## config.mk

```make
export PLATFORM = sky130hd
export DESIGN_NAME = midi_track_event_parser
export DESIGN_NICKNAME = d
export VERILOG_FILES = /design/src/rtl/mtep_pkg.sv /design/src/rtl/mtep_parser.sv /design/src/rtl/midi_track_event_parser.sv
export SDC_FILE = /design/constraint.sdc
export NUM_CORES = 1
export LEC_CHECK = 0
export ABC_AREA = 1
export BUFFER_PORTS_ARGS = -buffer_cell sky130_fd_sc_hd__buf_2
export CAP_MARGIN = 0
export CORE_ASPECT_RATIO = 0.5
export CORE_MARGIN = 5
export CORE_UTILIZATION = 50
export CTS_BUF_LIST = sky130_fd_sc_hd__clkbuf_2
export DETAILED_ROUTE_END_ITERATION = 6
export PLACE_DENSITY = 0.69
export SLEW_MARGIN = 20
export SYNTH_ARGS = -nofsm -noshare
export SYNTH_HDL_FRONTEND = slang
export SYNTH_SLANG_ARGS = --single-unit
```

## constraint.sdc

```tcl
create_clock -name clk -period 11 [get_ports clk]
set_clock_uncertainty 0.15 [all_clocks]
set_input_delay 1.65 -clock clk [delete_from_list [all_inputs] [get_ports clk]]
set_output_delay 1.65 -clock clk [all_outputs]
set_load 0.005 [all_outputs]
```

## src/rtl/mtep_pkg.sv

```systemverilog
`timescale 1ns / 1ps
`default_nettype none

package mtep_pkg;

    // Longest variable-length quantity that is accepted, in bytes.
    localparam int MAX_VLQ_BYTES = 4;
    localparam int VLQ_CNT_W     = $clog2(MAX_VLQ_BYTES + 1);

    localparam int VLQ_W   = 28;
    localparam int KIND_W  = 4;
    localparam int ERR_W   = 2;

    // Event kinds.
    localparam logic [KIND_W-1:0] KIND_NOTEOFF   = 4'd0;
    localparam logic [KIND_W-1:0] KIND_NOTEON    = 4'd1;
    localparam logic [KIND_W-1:0] KIND_POLYPRESS = 4'd2;
    localparam logic [KIND_W-1:0] KIND_CTRL      = 4'd3;
    localparam logic [KIND_W-1:0] KIND_CHANMODE  = 4'd4;
    localparam logic [KIND_W-1:0] KIND_PROGRAM   = 4'd5;
    localparam logic [KIND_W-1:0] KIND_CHANPRESS = 4'd6;
    localparam logic [KIND_W-1:0] KIND_BEND      = 4'd7;
    localparam logic [KIND_W-1:0] KIND_SYSEX     = 4'd8;
    localparam logic [KIND_W-1:0] KIND_META      = 4'd9;
    localparam logic [KIND_W-1:0] KIND_UNKNOWN   = 4'd10;
    localparam logic [KIND_W-1:0] KIND_ERROR     = 4'd11;

    // Error codes.
    localparam logic [ERR_W-1:0] ERR_NONE      = 2'd0;
    localparam logic [ERR_W-1:0] ERR_VLQ_LONG  = 2'd1;
    localparam logic [ERR_W-1:0] ERR_TRUNCATED = 2'd2;

    // Status bytes.
    localparam logic [7:0] STATUS_SYSEX      = 8'hF0;
    localparam logic [7:0] STATUS_SYSEX_CONT = 8'hF7;
    localparam logic [7:0] STATUS_META       = 8'hFF;
    localparam logic [7:0] CTRL_MODE_FIRST   = 8'h78;

    // Opcode nibbles of channel messages.
    localparam logic [3:0] OP_NOTEOFF   = 4'h8;
    localparam logic [3:0] OP_NOTEON    = 4'h9;
    localparam logic [3:0] OP_POLYPRESS = 4'hA;
    localparam logic [3:0] OP_CTRL      = 4'hB;
    localparam logic [3:0] OP_PROGRAM   = 4'hC;
    localparam logic [3:0] OP_CHANPRESS = 4'hD;
    localparam logic [3:0] OP_BEND      = 4'hE;

    typedef struct packed {
        logic              emit;
        logic [KIND_W-1:0] event_kind;
        logic [3:0]        channel;
        logic [7:0]        first_data;
        logic [7:0]        second_data;
        logic [VLQ_W-1:0]  delta_ticks;
        logic [7:0]        meta_type;
        logic [VLQ_W-1:0]  payload_length;
        logic              used_running;
        logic [ERR_W-1:0]  error_code;
    } mtep_result_t;

    // Kind of a channel message; controllers from 0x78 up are channel mode messages.
    function automatic logic [KIND_W-1:0] channel_kind(input logic [7:0] status,
                                                       input logic [7:0] d1);
        logic [KIND_W-1:0] k;
        begin
            case (status[7:4])
                OP_NOTEOFF:   k = KIND_NOTEOFF;
                OP_NOTEON:    k = KIND_NOTEON;
                OP_POLYPRESS: k = KIND_POLYPRESS;
                OP_CTRL:      k = (d1 < CTRL_MODE_FIRST) ? KIND_CTRL : KIND_CHANMODE;
                OP_PROGRAM:   k = KIND_PROGRAM;
                OP_CHANPRESS: k = KIND_CHANPRESS;
                OP_BEND:      k = KIND_BEND;
                default:      k = KIND_UNKNOWN;
            endcase
            return k;
        end
    endfunction

endpackage

`default_nettype wire

```

## src/rtl/mtep_parser.sv

```systemverilog
`timescale 1ns / 1ps
`default_nettype none

module mtep_parser (
    input  wire logic                  clk,
    input  wire logic                  rst_n,
    input  wire logic                  step,
    input  wire logic [7:0]            data_byte,
    input  wire logic                  track_end,
    output mtep_pkg::mtep_result_t     result
);
    import mtep_pkg::*;

    typedef enum logic [3:0] {
        PH_DELTA,
        PH_STATUS,
        PH_META_TYPE,
        PH_LEN,
        PH_SKIP,
        PH_DATA1,
        PH_DATA2,
        PH_DATA2_RUN,
        PH_DEAD
    } phase_t;

    localparam logic [VLQ_CNT_W-1:0] VLQ_LIMIT = VLQ_CNT_W'(MAX_VLQ_BYTES);

    phase_t               phase_reg, phase_next;
    logic [VLQ_W-1:0]     acc_reg, acc_next;
    logic [VLQ_CNT_W-1:0] cnt_reg, cnt_next;
    logic [VLQ_W-1:0]     delta_reg, delta_next;
    logic [7:0]           running_reg, running_next;
    logic [7:0]           current_reg, current_next;
    logic [7:0]           held_reg, held_next;
    logic [VLQ_W-1:0]     skip_reg, skip_next;

    logic [VLQ_W-1:0]     acc_shift;
    logic [VLQ_CNT_W-1:0] cnt_inc;
    logic                 vlq_done;
    logic                 vlq_long;
    logic [VLQ_W-1:0]     skip_dec;
    logic [KIND_W-1:0]    run_kind;
    logic [KIND_W-1:0]    d1_kind;
    logic                 finished;
    mtep_result_t         res;

    assign acc_shift = {acc_reg[VLQ_W-8:0], data_byte[6:0]};
    assign cnt_inc   = cnt_reg + 1'b1;
    assign vlq_done  = !data_byte[7];
    assign vlq_long  = data_byte[7] && (cnt_inc >= VLQ_LIMIT);
    assign skip_dec  = skip_reg - 1'b1;
    assign run_kind  = channel_kind(running_reg, data_byte);
    assign d1_kind   = channel_kind(current_reg, data_byte);

    always_comb
    begin
        phase_next   = phase_reg;
        acc_next     = acc_reg;
        cnt_next     = cnt_reg;
        delta_next   = delta_reg;
        running_next = running_reg;
        current_next = current_reg;
        held_next    = held_reg;
        skip_next    = skip_reg;
        finished     = 1'b0;
        res          = '0;

        case (phase_reg)
            PH_DELTA:
            begin
                acc_next = acc_shift;
                if (vlq_done)
                begin
                    delta_next = acc_shift;
                    phase_next = PH_STATUS;
                end
                else if (vlq_long)
                begin
                    res.emit       = 1'b1;
                    res.event_kind = KIND_ERROR;
                    res.error_code = ERR_VLQ_LONG;
                    phase_next     = PH_DEAD;
                end
                else
                begin
                    cnt_next = cnt_inc;
                end
            end
            PH_STATUS:
            begin
                if (data_byte == STATUS_SYSEX || data_byte == STATUS_SYSEX_CONT)
                begin
                    current_next = data_byte;
                    running_next = '0;
                    acc_next     = '0;
                    cnt_next     = '0;
                    phase_next   = PH_LEN;
                end
                else if (data_byte == STATUS_META)
                begin
                    current_next = data_byte;
                    running_next = '0;
                    phase_next   = PH_META_TYPE;
                end
                else if (data_byte[7])
                begin
                    current_next = data_byte;
                    running_next = data_byte;
                    if (channel_kind(data_byte, 8'h00) == KIND_UNKNOWN)
                    begin
                        res.emit        = 1'b1;
                        res.event_kind  = KIND_UNKNOWN;
                        res.channel     = data_byte[3:0];
                        res.delta_ticks = delta_reg;
                        finished        = 1'b1;
                    end
                    else
                    begin
                        phase_next = PH_DATA1;
                    end
                end
                else
                begin
                    // Data byte in status position: reuse the running status.
                    current_next = running_reg;
                    if (run_kind == KIND_UNKNOWN)
                    begin
                        res.emit         = 1'b1;
                        res.event_kind   = KIND_UNKNOWN;
                        res.channel      = running_reg[3:0];
                        res.delta_ticks  = delta_reg;
                        res.used_running = 1'b1;
                        finished         = 1'b1;
                    end
                    else if (run_kind == KIND_PROGRAM || run_kind == KIND_CHANPRESS)
                    begin
                        res.emit         = 1'b1;
                        res.event_kind   = run_kind;
                        res.channel      = running_reg[3:0];
                        res.first_data   = data_byte;
                        res.delta_ticks  = delta_reg;
                        res.used_running = 1'b1;
                        finished         = 1'b1;
                    end
                    else
                    begin
                        held_next  = data_byte;
                        phase_next = PH_DATA2_RUN;
                    end
                end
            end
            PH_META_TYPE:
            begin
                held_next  = data_byte;
                acc_next   = '0;
                cnt_next   = '0;
                phase_next = PH_LEN;
            end
            PH_LEN:
            begin
                acc_next = acc_shift;
                if (vlq_done)
                begin
                    if (acc_shift == '0)
                    begin
                        res.emit        = 1'b1;
                        res.event_kind  = (current_reg == STATUS_META) ? KIND_META : KIND_SYSEX;
                        res.meta_type   = (current_reg == STATUS_META) ? held_reg : 8'h00;
                        res.delta_ticks = delta_reg;
                        finished        = 1'b1;
                    end
                    else
                    begin
                        skip_next  = acc_shift;
                        phase_next = PH_SKIP;
                    end
                end
                else if (vlq_long)
                begin
                    res.emit       = 1'b1;
                    res.event_kind = KIND_ERROR;
                    res.error_code = ERR_VLQ_LONG;
                    phase_next     = PH_DEAD;
                end
                else
                begin
                    cnt_next = cnt_inc;
                end
            end
            PH_SKIP:
            begin
                skip_next = skip_dec;
                if (skip_dec == '0)
                begin
                    res.emit           = 1'b1;
                    res.event_kind     = (current_reg == STATUS_META) ? KIND_META : KIND_SYSEX;
                    res.meta_type      = (current_reg == STATUS_META) ? held_reg : 8'h00;
                    res.delta_ticks    = delta_reg;
                    res.payload_length = acc_reg;
                    finished           = 1'b1;
                end
            end
            PH_DATA1:
            begin
                if (d1_kind == KIND_PROGRAM || d1_kind == KIND_CHANPRESS)
                begin
                    res.emit        = 1'b1;
                    res.event_kind  = d1_kind;
                    res.channel     = current_reg[3:0];
                    res.first_data  = data_byte;
                    res.delta_ticks = delta_reg;
                    finished        = 1'b1;
                end
                else
                begin
                    held_next  = data_byte;
                    phase_next = PH_DATA2;
                end
            end
            PH_DATA2, PH_DATA2_RUN:
            begin
                res.emit         = 1'b1;
                res.event_kind   = channel_kind(current_reg, held_reg);
                res.channel      = current_reg[3:0];
                res.first_data   = held_reg;
                res.second_data  = data_byte;
                res.delta_ticks  = delta_reg;
                res.used_running = (phase_reg == PH_DATA2_RUN);
                finished         = 1'b1;
            end
            default:
            begin
                phase_next = PH_DEAD;
            end
        endcase

        if (finished)
        begin
            phase_next = PH_DELTA;
            acc_next   = '0;
            cnt_next   = '0;
        end

        if (track_end)
        begin
            if (!res.emit && phase_next != PH_DEAD)
            begin
                res            = '0;
                res.emit       = 1'b1;
                res.event_kind = KIND_ERROR;
                res.error_code = ERR_TRUNCATED;
            end
            phase_next   = PH_DELTA;
            acc_next     = '0;
            cnt_next     = '0;
            delta_next   = '0;
            running_next = '0;
            current_next = '0;
            held_next    = '0;
            skip_next    = '0;
        end
    end

    assign result = res;

    always_ff @(posedge clk or negedge rst_n)
    begin
        if (!rst_n)
        begin
            phase_reg   <= PH_DELTA;
            acc_reg     <= '0;
            cnt_reg     <= '0;
            delta_reg   <= '0;
            running_reg <= '0;
            current_reg <= '0;
            held_reg    <= '0;
            skip_reg    <= '0;
        end
        else if (step)
        begin
            phase_reg   <= phase_next;
            acc_reg     <= acc_next;
            cnt_reg     <= cnt_next;
            delta_reg   <= delta_next;
            running_reg <= running_next;
            current_reg <= current_next;
            held_reg    <= held_next;
            skip_reg    <= skip_next;
        end
    end

endmodule

`default_nettype wire

```

## src/rtl/midi_track_event_parser.sv

```systemverilog
// A beat is held in the input register, and the record that it completes is registered in the output register.
// Throughput: one byte per cycle while the output is not stalled; the input register can take a beat while a
// finished event record waits in the output register.
// Reset: rst_n (asynchronous, active low) clears all valids and the parser state;
// the parser also returns to its reset state after each track's last byte.
`timescale 1ns / 1ps
`default_nettype none

module midi_track_event_parser (
    input  wire logic                          clk,
    input  wire logic                          rst_n,
    input  wire logic                          in_valid,
    output logic                               in_stall,
    input  wire logic [7:0]                    data_byte,
    input  wire logic                          track_end,
    output logic                               out_valid,
    input  wire logic                          out_stall,
    output logic [mtep_pkg::KIND_W-1:0]        event_kind,
    output logic [3:0]                         channel,
    output logic [7:0]                         first_data,
    output logic [7:0]                         second_data,
    output logic [mtep_pkg::VLQ_W-1:0]         delta_ticks,
    output logic [7:0]                         meta_type,
    output logic [mtep_pkg::VLQ_W-1:0]         payload_length,
    output logic                               used_running,
    output logic [mtep_pkg::ERR_W-1:0]         error_code
);
    import mtep_pkg::*;

    // Input register: one beat waiting to be parsed.
    logic         in_valid_reg;
    logic [7:0]   byte_reg;
    logic         end_reg;

    // Output register: one finished event record.
    logic         out_valid_reg;
    mtep_result_t out_reg;

    mtep_result_t parse_res;
    logic         advance;

    // The held byte is parsed whenever the output register can take its result.
    // A byte that completes nothing still needs this, so that records stay in order.
    assign advance  = in_valid_reg && !(out_valid_reg && out_stall);
    assign in_stall = in_valid_reg && !advance;

    mtep_parser u_parser (
        .clk       (clk),
        .rst_n     (rst_n),
        .step      (advance),
        .data_byte (byte_reg),
        .track_end (end_reg),
        .result    (parse_res)
    );

    always_ff @(posedge clk or negedge rst_n)
    begin
        if (!rst_n)
        begin
            in_valid_reg  <= 1'b0;
            out_valid_reg <= 1'b0;
        end
        else
        begin
            if (!in_stall)
            begin
                in_valid_reg <= in_valid;
            end
            if (!(out_valid_reg && out_stall))
            begin
                out_valid_reg <= advance && parse_res.emit;
            end
        end
    end

    // Payload registers carry no reset.
    always_ff @(posedge clk)
    begin
        if (!in_stall && in_valid)
        begin
            byte_reg <= data_byte;
            end_reg  <= track_end;
        end
        if (advance && parse_res.emit)
        begin
            out_reg <= parse_res;
        end
    end

    assign out_valid      = out_valid_reg;
    assign event_kind     = out_reg.event_kind;
    assign channel        = out_reg.channel;
    assign first_data     = out_reg.first_data;
    assign second_data    = out_reg.second_data;
    assign delta_ticks    = out_reg.delta_ticks;
    assign meta_type      = out_reg.meta_type;
    assign payload_length = out_reg.payload_length;
    assign used_running   = out_reg.used_running;
    assign error_code     = out_reg.error_code;

endmodule

`default_nettype wire

```

---- Word level (Yosys, flattened, before mapping) ----
Index checks and enable logic that the tools add are counted.
cells by class
  reduce and logical (&&, ||, !) cells .... 31
  mux-type cells .......................... 110
  add/subtract/negate cells ............... 2
  equality and inequality tests ........... 51
  $lt $le $gt $ge ......................... 3
operators with widths
  operator                                                                count
  28-bit two-way mux                                                      17
  92-bit two-way mux                                                      2
  8-bit two-way mux                                                       20
  28-bit one-hot mux with 5 select lines                                  1
  4-bit one-hot mux with 7 select lines                                   4
  4-bit equality test (second input constant)                             23
  28-bit one-hot mux with 3 select lines                                  1
  36-bit two-way mux                                                      2
  17-bit two-way mux                                                      4
  4-bit two-way mux                                                       17
  64-bit two-way mux                                                      1
  28-bit zero test                                                        2
  28-bit one-hot mux with 2 select lines                                  1
  12-bit one-hot mux with 3 select lines                                  1
  4-bit by 3-bit equality test with 1-bit output (second input constant)  8
  8-bit equality test (second input constant)                             4
  5-bit one-hot mux with 6 select lines                                   1
  28-bit by 1-bit subtractor with 28-bit output (second input constant)   1
  9-bit two-way mux                                                       3
  5-bit two-way mux                                                       5
  3-bit != test (second input constant)                                   8
  4-bit one-hot mux with 6 select lines                                   1
  8-bit one-hot mux with 3 select lines                                   1
  3-bit two-way mux                                                       7
  30 further kinds                                                        62
word-level totals
  input port bits ......................... 13
  output and inout port bits .............. 93
  word-level logic and storage cells ...... 218
  bits in registers ....................... 217

---- Logic depth before layout (Yosys ltp) ----
  depth in word-level cells ............... 18
  mapped depth ............................ 20
  depth with buffers taken out ............ 19

---- Cells and area by module ----
Synthesis repeated with hierarchy kept, for this count alone.
unflattened totals
  cells, all modules ...................... 1,136
  area total of the unflattened synthesis .. 10,193.5 µm²
modules (own cells, without submodules)
  module                   times used  sequential area each (µm²)  cells each  area each (µm²)
  mtep_parser              1           2,877.8                     1,021       7,089.3
  midi_track_event_parser  1           3,052.9                     115         3,104.2

---- Worst setup path before layout ----
OpenSTA, ideal clock, no wires.
  kind .................................... in2reg
  start ................................... input out_stall
  end ..................................... register out_reg, in the netlist channel[0], enable pin
  setup time .............................. 445 ps
  path buffers ............................ 0
  slack ................................... 6,546 ps
  required time ........................... 10,405 ps
  stages on the path ...................... 5
  arrival ................................. 3,859 ps
  cells stage by stage .................... nand2_1 nand2_1 inv_1 nand2_1 inv_1
on the way
  cells in the longest elaborated chain, start to end .. 4
RTL lines
  what                  line                           RTL
  from (decl)           midi_track_event_parser.sv:17  input wire logic out_stall,
  1-bit logical AND     midi_track_event_parser.sv:44  assign advance = in_valid_reg && !(out_valid_reg && out_stall);
  1-bit zero test       --
  1-bit logical AND     midi_track_event_parser.sv:44
  1-bit logical AND     midi_track_event_parser.sv:84  if (advance && parse_res.emit)
  to (signal assigned)  midi_track_event_parser.sv:86  out_reg <= parse_res;
  to (decl)             midi_track_event_parser.sv:37  mtep_result_t out_reg;
Every way passes these cells.
A chain may end at the register's enable or synchronous reset.

---- Worst setup path in the final report ----
  start ................................... register u_parser.phase_reg[1]
  end ..................................... register out_reg, in the netlist delta_ticks[21], enable pin
on the way
  cells in the longest elaborated chain, start to end .. 12
  elaborated cells between the ends (all ways) .. 31
  those cells by class .................... eq/ne: 8; mux: 17; reduce/logical: 6
RTL lines
  what                                   line                           RTL
  from (decl)                            mtep_parser.sv:28              phase_t phase_reg, phase_next;
  from (signal assigned)                 mtep_parser.sv:281             phase_reg <= phase_next;
  4-bit two-way mux                      mtep_parser.sv:135             else if (run_kind == KIND_PROGRAM || run_kind == KIND_CHANPRESS)
  4-bit two-way mux                      mtep_parser.sv:126             if (run_kind == KIND_UNKNOWN)
  4-bit two-way mux                      mtep_parser.sv:105             else if (data_byte[7])
  4-bit two-way mux                      mtep_parser.sv:99              else if (data_byte == STATUS_META)
  4-bit two-way mux                      mtep_parser.sv:91              if (data_byte == STATUS_SYSEX || data_byte == STATUS_SYSEX_CONT)
  4-bit one-hot mux with 6 select lines  mtep_parser.sv:68              case (phase_reg)
  4-bit two-way mux                      mtep_parser.sv:237             if (finished)
  4-bit != test                          mtep_parser.sv:246             if (!res.emit && phase_next != PH_DEAD)
  1-bit logical AND                      mtep_parser.sv:246
  92-bit two-way mux                     mtep_parser.sv:246
  92-bit two-way mux (*)                 mtep_parser.sv:244             if (track_end)
  1-bit logical AND (*)                  midi_track_event_parser.sv:84
Mark *: on every way between the ends. The rest lies on a longest branch, timed or not.

==> metrics <==
P_sw 1.25 mW; Netlist Area Pre-Place 10100 µm²; Sw Ratio 0.433; Routed WL 25600 µm; Via density 5.32; post-cts resize count 0; hold_ws 0.341 ns; Seq cells post-synth 217; drt first-iter violations 758; Clock Tree Buf Depth 3; Arr. time, crit path 5.28 ns; All-Layer GR Usage 0.218; Lkg Pwr 5.30 nW; CTS tree done; initial antenna violation count 1; clk slew on worst S/H paths 0.11 ns; Hold Crit Class flip-flop to flip-flop; clock latency at the later pin of the worst-skew pair 0.78 ns; type of the worst setup path flip-flop to flip-flop; Slew @ Worst Pin 1.04 ns; P_int 1.64 mW; # hold bufs at CTS 0; Post-CTS Setup Bufs 0; hold worst-path end u_parser.delta_reg[15]; Post-Syn Area per Cell 8.88 µm²; via count 8310; reg2reg setup slack 5.94 ns; Initial DRT Pass Iterations 6; hold_sp u_parser.delta_reg[15]; H-tree level count 2; logic gate share of total power 0.412; PD cells 255 nW/µm²; Root Driver clkbuf_2; DRT antenna net count 0; final worst-path cycle share 0.460; DIE AREA 23400 µm²; slew margin rel. 0.304; fin nets 1275; Critical-path top delay cell buf_4; outcome finished clean; Fillers 1844; Worst path most repeated cell nor2_1; Setup TNS 0 ns; area delta synth->final 11.9%; Reg power frac 0.403; library cells used by synthesis 41; Final Slew Violations 0; GP Congestion 0.906; total CTS buffers 48; RR Startpoint u_parser.phase_reg[1]; clk sinks 217; sequential area share after synthesis 0.585; die height 111 µm; Gate Count Post-Synth 1142; Hold Fails Final Rpt 0; Routed wire per std cell 16.4 µm; Clk pwr share 0.186; Die W 211 µm; Core Region 19700 µm²; Worst IR Drop VDD 0.0929 mV; CP top delay family simple AND/OR/NAND/NOR gates; pin count of the biggest net entering global routing 84; unrepaired setup endpoints after global routing false; most common cell after layout, fill and taps aside nand2_1; Period minus WS final 5.06 ns; Critical Path RT 11.22 ns; largest stage delay on the critical path 0.82 ns; vias in the first global route 8051; synth warn 0; Worst Path Max Fanout 83; Finish-stage setup viols 0; initial core utilization 0.515; MaxCap Viol Count 0; layout cell share with drive strength beyond 1 0.171; Max Freq 198 MHz; Crit. End Element flip-flop; DRC Markers 0; most frequent cells in the layout 255 x nand2_1, 149 x inv_1, 143 x nor2_1; syn nets 1158; hold-critical path depth 2; # rows 36; count of buffers from port buffering 105; CP cell instances nor2_1 -> nand2_1 -> nor2_1 -> nand2_1 -> nor2_1 -> nand3_1 -> nor2_1 -> nand2_1 -> nor2_1 -> nand3_2 -> nand3_4 -> nor2_1 -> nand2_1 -> nand2_1 -> clkinv_2 -> buf_4; global route total overflow 0; first-pass GRT wire length 41700 µm; io pins 106; Buf/Inv on CP 2; hpwl dp 17300 µm; worst r2r path cells 16; Worst R2R End delta_ticks[21]; CP Launch Type flip-flop
==> Yosys cell counts <==
library cell / n / area, µm²
a2111oi_0: 1 / 8.76
a21boi_0: 1 / 7.51
a21oi_1: 11 / 55.1
a221oi_2: 2 / 30.0
a31oi_1: 2 / 12.5
and2_1: 2 / 12.5
buf_1: 3 / 11.3
buf_2: 8 / 40.0
buf_4: 3 / 22.5
buf_6: 1 / 11.3
clkbuf_1: 29 / 109
clkinv_1: 1 / 3.75
dfrtp_1: 117 / 2930
edfxtp_1: 100 / 3000
ha_1: 3 / 37.5
inv_1: 150 / 563
inv_2: 5 / 18.8
nand2_1: 255 / 957
nand2_2: 3 / 18.8
nand3_1: 41 / 205
nand3_2: 2 / 20.0
nand3_4: 1 / 17.5
nand3b_1: 1 / 7.51
nand4_1: 16 / 100
nor2_1: 143 / 537
nor2_2: 8 / 50.1
nor2_4: 3 / 33.8
nor2_8: 1 / 20.0
nor3_1: 47 / 235
nor3_2: 3 / 30.0
nor4_1: 3 / 18.8
o211ai_1: 2 / 15.0
o21ai_0: 76 / 380
o21ai_1: 25 / 125
o21bai_1: 3 / 22.5
o22ai_1: 41 / 257
o31ai_1: 24 / 180
o32ai_1: 1 / 8.76
or2_2: 1 / 6.26
xnor2_1: 1 / 8.76
xor2_1: 2 / 17.5
==> how the worst max path moves through the flow <==
stage / startpoint / end / cells after the start
finish: u_parser.phase_reg[1] / delta_ticks[21] / 16
global route: u_parser.phase_reg[1] / delta_ticks[21] / 16
CTS: u_parser.phase_reg[1] / delta_ticks[21] / 16
detailed placement: u_parser.phase_reg[1] / payload_length[13] / 16
global placement: u_parser.phase_reg[1] / payload_length[11] / 16
floorplan: out_stall / channel[0] / 5
==> power groups by stage <==
| stage | Sequential, mW | Clock, mW | Combinational, mW |
|---|---|---|---|
| global placement | 1.18 | 0 | 1.16 |
| CTS | 1.16 | 0.554 | 1.17 |
| detailed placement | 1.18 | 0 | 1.17 |
| floorplan | 1.16 | 0 | 0.860 |
| global route | 1.19 | 0.598 | 1.34 |
| finish | 1.16 | 0.537 | 1.19 |
==> cell type report <==
cell class / count / area (µm²) / area share
Timing Repair Buffer: 111 / 586 / 0.0516
Multi-Input combinational cell: 725 / 3440 / 0.303
Sequential cell: 217 / 5930 / 0.523
Clock buffer: 77 / 385 / 0.0340
Inverter: 156 / 587 / 0.0517
Antenna cell: 1 / 2.50 / 0.000220
Tap cell: 266 / 333 / 0.0293
Clock inverter: 10 / 90.1 / 0.00794
==> per-stage QoR <==
| step | total power, mW | worst slack, ns | instances | area [µm²] | utilization |
|---|---|---|---|---|---|
| detailed placement | 2.35 | 5.97 | 1474 | 10900 | 0.551 |
| finish | 2.89 | 5.94 | 1563 | 11300 | 0.577 |
| floorplan | 2.02 | 6.55 | 1142 | 10100 | - |
| CTS | 2.89 | 5.90 | 1561 | 11300 | 0.575 |
| global route | 3.13 | 5.37 | 1563 | 11300 | 0.577 |
| global placement | 2.33 | 6.15 | 1474 | 10900 | 0.551 |
==> logic make-up after synthesis <==
| group | share of synthesized area |
|---|---|
| XOR/XNOR | 0.00259 |
| buffers and inverters | 0.0768 |
| AO/OA/AOI/OAI | 0.109 |
| AND/OR/NAND/NOR | 0.224 |
| adder cells (fa/ha/maj) | 0.00370 |
| flip-flops | 0.585 |
==> routing by layer <==
layer | up-vias | wire length [µm] | part of all wire | global-route usage
met1 | 3956 | 12100 | 0.47 | 0.324
met3 | 34 | 1780 | 0.069 | 0.0461
li1 | 4059 | - | - | -
met4 | 0 | 347 | 0.014 | 0.0463
met5 | - | 0 | 0 | 0
met2 | 261 | 11400 | 0.44 | 0.333
==> worst min-delay path, cell delays in order, from the launching register on <==
cell and delay [ns]:
dfrtp_1 0.36, nand2_1 0.05, o31ai_1 0.05
(Power assumes the default switching activity.)
